`src/bse_pkg.sv`:
```
package bse_pkg;

  // Fixed field widths
  localparam int ACTION_W   = 3;
  localparam int SET_W      = 2;
  localparam int ITEM_W     = 10;
  localparam int UNIVERSE_W = 11;
  localparam int COUNT_W    = 11;

  // Store word geometry (word width is fixed; item bit index is item[5:0])
  localparam int WORD_BITS = 64;
  localparam int BIT_IDX_W = 6;
  localparam int POP_W     = 7;
  localparam int ACC_W     = 12;

  localparam logic [UNIVERSE_W-1:0] UNIVERSE_RESET = 11'd1024;
  localparam logic [COUNT_W-1:0]    COUNT_MAX      = 11'd2047;

  typedef enum logic [ACTION_W-1:0] {
    ACT_ADD       = 3'd0,
    ACT_REMOVE    = 3'd1,
    ACT_LOOKUP    = 3'd2,
    ACT_COUNT     = 3'd3,
    ACT_UNION     = 3'd4,
    ACT_INTERSECT = 3'd5
  } action_e;

  // What the accepted beat needs from the controller
  typedef enum logic [1:0] {
    KIND_NONE,
    KIND_BIT,
    KIND_WALK
  } kind_e;

  typedef enum logic [2:0] {
    ST_CLEAR,
    ST_IDLE,
    ST_BIT_RD,
    ST_BIT_WR,
    ST_WALK,
    ST_DONE
  } state_e;

  typedef struct packed {
    logic [ACTION_W-1:0] action;
    logic [SET_W-1:0]    set_id;
    logic [ITEM_W-1:0]   item;
    logic [SET_W-1:0]    src_a;
    logic [SET_W-1:0]    src_b;
  } in_beat_t;

  typedef struct packed {
    logic               member;
    logic [COUNT_W-1:0] count;
    logic               error;
  } out_beat_t;

  typedef struct packed {
    logic clr_en;
    logic accept;
    logic bit_rd;
    logic bit_wr;
    logic walk_en;
    logic out_load;
  } ctrl_cmd_t;

  typedef struct packed {
    logic  clr_last;
    kind_e kind;
    logic  walk_done;
  } ctrl_sts_t;

  // Population count of one store word as a six-level adder tree
  function automatic logic [POP_W-1:0] popcount64(logic [WORD_BITS-1:0] w);
    logic [1:0] l1 [32];
    logic [2:0] l2 [16];
    logic [3:0] l3 [8];
    logic [4:0] l4 [4];
    logic [5:0] l5 [2];
    for (int i = 0; i < 32; i++) l1[i] = 2'(w[2*i]) + 2'(w[2*i+1]);
    for (int i = 0; i < 16; i++) l2[i] = 3'(l1[2*i]) + 3'(l1[2*i+1]);
    for (int i = 0; i < 8; i++)  l3[i] = 4'(l2[2*i]) + 4'(l2[2*i+1]);
    for (int i = 0; i < 4; i++)  l4[i] = 5'(l3[2*i]) + 5'(l3[2*i+1]);
    for (int i = 0; i < 2; i++)  l5[i] = 6'(l4[2*i]) + 6'(l4[2*i+1]);
    return POP_W'(l5[0]) + POP_W'(l5[1]);
  endfunction

endpackage

```
`src/bse_ctrl.sv`:
```
module bse_ctrl (
  input  logic               clk_i,
  input  logic               rst_ni,
  input  logic               in_valid_i,
  output logic               in_stall_o,
  output logic               out_valid_o,
  input  logic               out_stall_i,
  input  bse_pkg::ctrl_sts_t sts_i,
  output bse_pkg::ctrl_cmd_t cmd_o
);
  import bse_pkg::*;

  state_e state_q, state_d;
  logic   out_valid_q, out_valid_d;
  logic   out_free;

  assign out_free = !out_valid_q || !out_stall_i;

  // Next state
  always_comb begin
    state_d = state_q;
    case (state_q)
      ST_CLEAR: begin
        if (sts_i.clr_last) state_d = ST_IDLE;
      end
      ST_IDLE: begin
        if (in_valid_i) begin
          case (sts_i.kind)
            KIND_BIT:  state_d = ST_BIT_RD;
            KIND_WALK: state_d = ST_WALK;
            default:   state_d = ST_DONE;
          endcase
        end
      end
      ST_BIT_RD: state_d = ST_BIT_WR;
      ST_BIT_WR: state_d = ST_DONE;
      ST_WALK: begin
        if (sts_i.walk_done) state_d = ST_DONE;
      end
      ST_DONE: begin
        if (out_free) state_d = ST_IDLE;
      end
      default: state_d = ST_CLEAR;
    endcase
  end

  // Commands to the datapath
  always_comb begin
    cmd_o = '0;
    case (state_q)
      ST_CLEAR:  cmd_o.clr_en   = 1'b1;
      ST_IDLE:   cmd_o.accept   = in_valid_i;
      ST_BIT_RD: cmd_o.bit_rd   = 1'b1;
      ST_BIT_WR: cmd_o.bit_wr   = 1'b1;
      ST_WALK:   cmd_o.walk_en  = 1'b1;
      ST_DONE:   cmd_o.out_load = out_free;
      default:   cmd_o = '0;
    endcase
  end

  // Output beat valid: set on load, dropped when taken
  always_comb begin
    out_valid_d = out_valid_q;
    if (cmd_o.out_load)                   out_valid_d = 1'b1;
    else if (out_valid_q && !out_stall_i) out_valid_d = 1'b0;
  end

  always_ff @(posedge clk_i or negedge rst_ni) begin
    if (!rst_ni) begin
      state_q     <= ST_CLEAR;
      out_valid_q <= 1'b0;
    end else begin
      state_q     <= state_d;
      out_valid_q <= out_valid_d;
    end
  end

  assign in_stall_o  = (state_q != ST_IDLE);
  assign out_valid_o = out_valid_q;

endmodule

```
`config.mk`:
```
export PLATFORM = sky130hd
export DESIGN_NAME = bse_ctrl
export DESIGN_NICKNAME = d
export VERILOG_FILES = /design/src/bse_pkg.sv /design/src/bse_ctrl.sv
export SDC_FILE = /design/constraint.sdc
export NUM_CORES = 1
export LEC_CHECK = 0
export ABC_AREA = 1
export ABC_CLOCK_PERIOD_IN_PS = 3500
export BUFFER_PORTS_ARGS = -buffer_cell sky130_fd_sc_hd__buf_2
export CAP_MARGIN = 20
export CELL_PAD_IN_SITES_DETAIL_PLACEMENT = 1
export CELL_PAD_IN_SITES_GLOBAL_PLACEMENT = 1
export CORE_AREA = 2 2 39 41
export CTS_CLUSTER_SIZE = 12
export DETAILED_ROUTE_END_ITERATION = 12
export DIE_AREA = 0 0 41 43
export GPL_TIMING_DRIVEN = 0
export PLACE_DENSITY = 0.77
export SLEW_MARGIN = 20
export SYNTH_ARGS = -nofsm -noshare
export SYNTH_HDL_FRONTEND = slang
export SYNTH_SLANG_ARGS = --single-unit
```
`constraint.sdc`:
```
create_clock -name clk_i -period 3.5 [get_ports clk_i]
set_clock_uncertainty 0.2 [all_clocks]
set_input_delay 0.525 -clock clk_i [delete_from_list [all_inputs] [get_ports clk_i]]
set_output_delay 0.525 -clock clk_i [all_outputs]
set_load 0.05 [all_outputs]
```
# Yosys cells after proc, flatten, opt, wreduce, memory -nomap -nowiden
# Index checks and enable logic that the tools add are counted.
# classes
eq_ne	12
n_mux	14
reduce_logical	7
# ops
operator	n
3-bit one-hot mux with 6 select lines	1
3-bit two-way mux	4
1-bit two-way mux	8
2-bit inequality test, second input constant	4
3-bit by 2-bit == test with 1-bit output, second input constant	2
3-bit == test, second input constant	2
3-bit one-hot mux with 2 select lines	1
4-bit AND reduction	1
3-bit by 1-bit == test with 1-bit output, second input constant	1
3-bit logical NOT	1
3-bit by 1-bit inequality test with 1-bit output, second input constant	1
2-bit by 1-bit == test with 1-bit output, second input constant	1
2-bit == test, second input constant	1
1-bit logical NOT	2
2-bit nonzero test	1
1-bit logical AND	1
1-bit logical OR	1
# word_totals
ff_bits	4
in_bits	8
wordCells	35

# Logic depth before layout (Yosys ltp)
# Gate-level depths: netlist of run 1.
# logic_depth
word_depth	4
depth_mapped	8

# Least setup slack after synthesis of run 1
# Ideal clock, no wire load.
# synth_path
path_kind	register to output
from	register state_q[2]
to	output cmd_o[4] (netlist bit)
arrival_ps	1832
t_required_ps	2775
slack_ps	943
path_stages_with_launch	4
n_path_buf	0
cell_sequence	dfrtp_1 -> inv_1 -> nand3_1 -> nor2_1
# synth_rtl
item	line_no	text
start: declaration	bse_ctrl.sv:13	state_e state_q, state_d;
start signal: assignment	bse_ctrl.sv:73	state_q <= state_d;
end: declaration	bse_ctrl.sv:9	output bse_pkg::ctrl_cmd_t cmd_o

==> results of run 1 <==
==> layer usage <==
layer	track usage	wire length (um)	share of wire	vias up
met5	0	0	0	-
met4	0.08000	29	0.031	0
met3	0.01571	39	0.042	2
met2	0.2250	489	0.53	11
met1	0.1471	371	0.40	185
li1	-	-	-	207
==> registers in the layout, indices dropped and copies added (netlist names) <==
register	flops
out_valid_o	1
state_q	3
==> metrics by stage <==
step,setup slack [ns],std cells
2_1_floorplan,0.9431,56
3_3_place_gp,1.610,87
3_5_place_dp,1.619,87
4_1_cts,1.339,91
5_1_grt,1.246,91
6_report,1.358,91
==> worst max path at each step <==
stage	from	to	slack, ns	depth (start not counted)
6_report	state_q[1]$_DFFE_PN0P_	cmd_o[0]	1.36	5
5_1_grt	state_q[2]$_DFFE_PN0P_	cmd_o[4]	1.25	4
4_1_cts	state_q[2]$_DFFE_PN0P_	cmd_o[4]	1.34	4
3_5_place_dp	state_q[2]$_DFFE_PN0P_	cmd_o[4]	1.62	4
3_3_place_gp	state_q[1]$_DFFE_PN0P_	cmd_o[0]	1.61	5
2_1_floorplan	state_q[2]$_DFFE_PN0P_	cmd_o[4]	0.94	3
==> cell type report <==
cell class | instances | area (um2) | area share
Multi-Input combinational cell | 38 | 180.2 | 0.3881
Sequential cell | 4 | 100.1 | 0.2156
Timing Repair Buffer | 16 | 85.08 | 0.1833
Inverter | 13 | 48.80 | 0.1051
Clock buffer | 3 | 22.52 | 0.04852
Tap cell | 16 | 20.02 | 0.04313
Buffer | 1 | 7.507 | 0.01617
==> power breakdown <==
part	internal, mW	switching [mW]	total [mW]
Clock	0.0386	0.0227	0.0613
Combinational	0.0847	0.250	0.334
Sequential	0.0669	0.0261	0.0930
Total	0.190	0.298	0.489
==> critical path, stage by stage, from the launching register on <==
cell,delay [ns]
dfrtp_1,0.40
inv_1,0.11
nand3_1,0.15
a21oi_1,0.15
buf_4,0.12
buf_2,0.24
==> cells in the mapped netlist (all sizes together) <==
library cell	n	share of area
a21oi	1	0.015
a31oi	1	0.019
buf	1	0.022
dfrtp	4	0.30
ha	2	0.074
inv	13	0.14
nand2	15	0.17
nand3	5	0.074
nand3b	1	0.022
nor2	10	0.11
nor3	1	0.015
o21ai	2	0.030
==> logic make-up after synthesis <==
group                      count (synthesis)
AOI/OAI and AO/OA                          4
buffers and inverters                     14
DFF                                        4
and+or+nand+nor                           32
adders and majority gates                  2
==> metrics, run 1 <==
Post-Syn Area=336.6 um2; power per cell area=1053 nW/um2; Port Buffers=15; FMAX=466.8 MHz; Post-Place Cell Area=431.7 um2; Worst-Margin Slew=0.3492 ns; Tcrit/Tclk final=0.6121; # H-tree levels=1; worst r2r path cells=6; final hold vios=0; NumNets Final=87; worst hold-check path type=in -> reg; die width=41 um; Reg2Reg Setup Slack=2.08 ns; CP required=2.77 ns; via-per-instance ratio=4.451; design area=464.2 um2; total number of vias=405; total die area=1763 um2; Mapped Cells=56; worst skew pair latency=0.25 ns; synthesized net count=66; initial antenna violation count=0; Slew Viols, Final=0; Endpoint, Worst Hold=out_valid_o$_DFFE_PN0P_; LEAKAGE=0.3142 nW; first-pass GRT wire length=1593 um; Area Overhead vs Synth=37.92%; DRC=0; GPL Wtd Cong=0.7952; 1st-iter DRT viols=5; Max Cap Viol=0; CTS clk-pin slew, worst paths=0.04 ns; DR WL/cell=10.21 um; Initial Util=0.2432; Overflow after GRT=0; number of buffers created by CTS=3; layout cells sized above 1=0.2667; post-route ant nets=0; hold-fix buffers at CTS=1; Synth Register Bits=4; Ys Warns=0; First-pass DRT Iterations=2; largest family of logic cells by synthesized area=simple AND/OR/NAND/NOR gates; crit path DAT=1.42 ns; sequential fraction of the synthesis area=0.2974; Synth Area in Compound Gates=0.06320; Worst R2R End=state_q[0]$_DFFE_PN0P_; final wirelength=929 um; Total Negative Setup Slacks=0 ns; relative slew slack=0.7654; post-synth cell types=13; commonest non-fill, non-tap cells in the layout=buf_2 (15), nand2_1 (14), inv_1 (13), nor2_1 (10), nand3_1 (5); crit-path max FO=5; I/O pins=16; Worst setup SP type=flip-flop; Core Box Area=1384 um2; setup bufs post-CTS=0; Critical Path End Type=output port; CTS tree=yes; total power=0.4887 mW; XOR/XNOR share of the synthesized area=0; reg-to-reg startpoint=state_q[0]$_DFFE_PN0P_; CP Class=reg -> out; die height=43 um; CTS root buffer=clkbuf_4; # diodes=0; commonest non-fill, non-tap cell in the layout=buf_2; VDD IR max=0.3278 mV; CTS Sinks=4; Post-CTS Resized=0; min Tclk post-route=2.142 ns; status=finished, final reports clean; # fillers=197; Simple-Gate Fraction of Synth Area=0.3978; cell row count=14; largest net degree at the start of global routing=8; vias in the first global route=394; Hold Crit Depth=3; Synth Area per Inst=6.010 um2; Hold Slack=0.3603 ns; RSZ-0062 raised after global routing=false; post-synthesis mux area share=0; Post-Route Utilization=0.3354; gr usage total=0.1332; hold path start=out_stall_i; Synth Area in Adders=0.07435; clk buf depth=2; dpl hpwl=761.2 um; # setup viols final=0
Note: power is estimated with default switching activity, not from simulation.
==> run 2: changes to the inputs <==
--- a/config.mk
+++ b/config.mk
@@ -6,17 +6,17 @@
 export NUM_CORES = 1
 export LEC_CHECK = 0
 export ABC_AREA = 1
-export ABC_CLOCK_PERIOD_IN_PS = 3500
+export ABC_CLOCK_PERIOD_IN_PS = 1950
 export BUFFER_PORTS_ARGS = -buffer_cell sky130_fd_sc_hd__buf_2
 export CAP_MARGIN = 20
 export CELL_PAD_IN_SITES_DETAIL_PLACEMENT = 1
 export CELL_PAD_IN_SITES_GLOBAL_PLACEMENT = 1
-export CORE_AREA = 2 2 39 41
+export CORE_MARGIN = 2
+export CORE_UTILIZATION = 24
 export CTS_CLUSTER_SIZE = 12
 export DETAILED_ROUTE_END_ITERATION = 12
-export DIE_AREA = 0 0 41 43
 export GPL_TIMING_DRIVEN = 0
-export PLACE_DENSITY = 0.77
+export PLACE_DENSITY = 0.76
 export SLEW_MARGIN = 20
 export SYNTH_ARGS = -nofsm -noshare
 export SYNTH_HDL_FRONTEND = slang
==> constraint.sdc (replaced) <==
create_clock -name clk_i -period 1.95 [get_ports clk_i]
set_clock_uncertainty 0.2 [all_clocks]
set_input_delay 0.2925 -clock clk_i [delete_from_list [all_inputs] [get_ports clk_i]]
set_output_delay 0.2925 -clock clk_i [all_outputs]
set_load 0.05 [all_outputs]
==> run 2 against run 1 <==
Compared with the run above:
- flip-flop and latch count unchanged
- first-iteration DRC count decreased by 20%
- power increased by 87%
- critical endpoint unchanged
- largest cell class unchanged
==> metrics, run 2 (synthesis gave the netlist of run 1 again) <==
Comb power frac=0.681 (-0.003); worst skew pair latency=0.25 ns (about the same); CP max-delay cell=dfrtp_1; Reg with most FFs=state_q; Overflow after GRT=0 (unchanged); largest net degree at the start of global routing=8 (unchanged); final wirelength=942 um (+1.4%); dpl hpwl=712.2 um (-6.4%); worst-path cell chain=inv_1 -> nand3_2 -> a21oi_2 -> buf_4 -> buf_4; commonest non-fill, non-tap cells in the layout=nand2_1 (14), buf_2 (13), inv_1 (12), nor2_1 (8); CP delay by family, top=buffers and inverters; Initial Util=0.2587 (+0.01544); internal power=0.3575 mW (+88%); worst setup margin=0.1103 ns (-1.248 ns); Critical Path End Type=output port; layout cells sized above 1=0.3467 (+0.08000); GPL Wtd Cong=0.7483 (-5.9%); setup bufs post-CTS=0 (unchanged); final hold vios=0 (unchanged); total power=0.9116 mW (+87%); max FFs per register=3 (unchanged); via-per-instance ratio=4.478 (+0.61%); area of the multi-input gates=198.9 um2 (+10%); Worst-Margin Slew=0.2663 ns (-0.08293 ns); first-pass GRT wire length=1593 um (unchanged); Area Overhead vs Synth=44.61%; grt met3 use=0.07826 (+0.06255); crit-path max FO=5 (unchanged); CTS Sinks=4 (unchanged); # H-tree levels=1 (unchanged); crit path from=state_q[1]$_DFFE_PN0P_; die height=41.45 um (-3.6%); vias in the first global route=409 (+3.8%); 1st-iter DRT viols=4 (-1); VDD IR max=0.6966 mV (+110%); M1 GR Usage=0.1310 (-0.01604); total die area=1718 um2 (-2.5%); CTS root buffer=clkbuf_4; sequential power share=0.196 (+0.006); # fillers=185 (-6.1%); Worst R2R End=state_q[2]$_DFFE_PN0P_; FF+latch area=100.1 um2 (unchanged); Max Cap Viol=0 (unchanged); CP required=1.46 ns (-1.31 ns); DR WL/cell=10.47 um (+2.5%); NumNets Final=87 (unchanged); # setup viols final=0 (unchanged); Slew Viols, Final=0 (unchanged); power per cell area=1873 nW/um2 (+78%); CP Class=reg -> out; I/O pins=16 (unchanged); cell row count=13 (-1); CTS clk-pin slew, worst paths=0.04 ns (about the same); # diodes=0 (unchanged); total number of vias=403 (-0.49%); initial antenna violation count=0 (unchanged); switch share=0.6078 (-0.002839); min Tclk post-route=1.840 ns; relative slew slack=0.8225 (+0.05708); dpl ws=0.2427 ns (-1.376 ns); Worst setup SP type=flip-flop; CP Depth=5 (unchanged); commonest non-fill, non-tap cell in the layout=nand2_1; post-route ant nets=0 (unchanged); clk buf depth=2 (unchanged); FMAX=543.6 MHz; gr usage total=0.1271 (-0.006057); die width=41.45 um (+1.1%); status=finished, final reports clean; crit path DAT=1.35 ns (-0.07 ns); RSZ-0062 raised after global routing=false; First-pass DRT Iterations=2 (unchanged); LEAKAGE=0.3166 nW (+0.75%); CP max stage delay=0.41 ns (about the same); Clock power frac=0.124 (about the same); Tcrit/Tclk final=0.9434; most frequent CP cell=buf_4; DRC=0 (unchanged); GR Util met2=0.2031 (-0.02188); CTS tree=yes; Port Buffers=15 (unchanged); number of buffers created by CTS=3 (unchanged); reg-to-reg startpoint=state_q[0]$_DFFE_PN0P_; Core Box Area=1301 um2 (-6.0%); gr busiest metal=met2; worst r2r path cells=7 (+1); CP endpoint=cmd_o[0]; Net Sw Power=0.5541 mW (+86%); CP bufs+invs=3 (unchanged); worst hold-check path type=in -> reg; Reg2Reg Setup Slack=0.57 ns (-1.51 ns)
## run 2: cell counts in the layout (fill, tap and decap cells not counted)
No cell type changed its count.
## run 2: worst min path at each step
| stage | startpoint | end | cells past startpoint |
|---|---|---|---|
| after detailed placement | rst_ni | out_valid_o$_DFFE_PN0P_ | 1 |
| final | out_stall_i | out_valid_o$_DFFE_PN0P_ | 3 |
| after global placement | rst_ni | out_valid_o$_DFFE_PN0P_ | 1 |
| after floorplan | rst_ni | out_valid_o$_DFFE_PN0P_ | 0 |
| after global routing | out_stall_i | out_valid_o$_DFFE_PN0P_ | 3 |
| after CTS | out_stall_i | out_valid_o$_DFFE_PN0P_ | 3 |
## run 2: worst register-to-register path: stages, from the launching register on
cell and delay (ns):
dfrtp_1 0.48, inv_1 0.07, nor2_1 0.14, nand3_1 0.10
nand2_1 0.09, nor2_1 0.07, nand2_1 0.06, nand2_1 0.05
## run 2: metal layers
| metal | wire length (um) | up-vias |
|---|---|---|
| met5 | 0 | - |
| met1 | 428 | 181 |
| met3 | 55 | 2 |
| li1 | - | 207 |
| met4 | 14 | 0 |
| met2 | 444 | 13 |
## run 2: final cells by class
type / instances / area share
Inverter: 13 / 0.1003
Clock buffer: 3 / 0.04627
Multi-Input combinational cell: 38 / 0.4087
Timing Repair Buffer: 16 / 0.1851
Buffer: 1 / 0.01542
Tap cell: 15 / 0.03856
Sequential cell: 4 / 0.2057
## run 2: power groups by stage
stage | sequential, mW | combinational [mW] | clock [mW]
after floorplan | 0.189 | 0.452 | 0
after global placement | 0.169 | 0.594 | 0
after detailed placement | 0.170 | 0.603 | 0
after CTS | 0.169 | 0.612 | 0.118
after global routing | 0.183 | 0.683 | 0.129
final | 0.178 | 0.620 | 0.113
## run 2: metrics by stage
step / setup TNS (ns) / util / cells / hold WS [ns] / cell area [um2]
detailed placement: 0 / 0.3365 / 86 / -0.09998 / 437.9
global route: 0 / 0.3740 / 90 / 0.1437 / 486.7
finish: 0 / 0.3740 / 90 / 0.1295 / 486.7
global placement: 0 / 0.3365 / 86 / -0.1028 / 437.9
CTS: 0 / 0.3635 / 90 / 0.1086 / 473.0
floorplan: -0.1752 / - / 56 / -0.2031 / 344.1
## run 2: what timing repair did
action | in CTS | in global routing
hold buffers | 1 | 0
endpoints found under the hold margin | 4 | 0
resized for setup | 1 | 6
setup endpoints to repair | 1 | 4
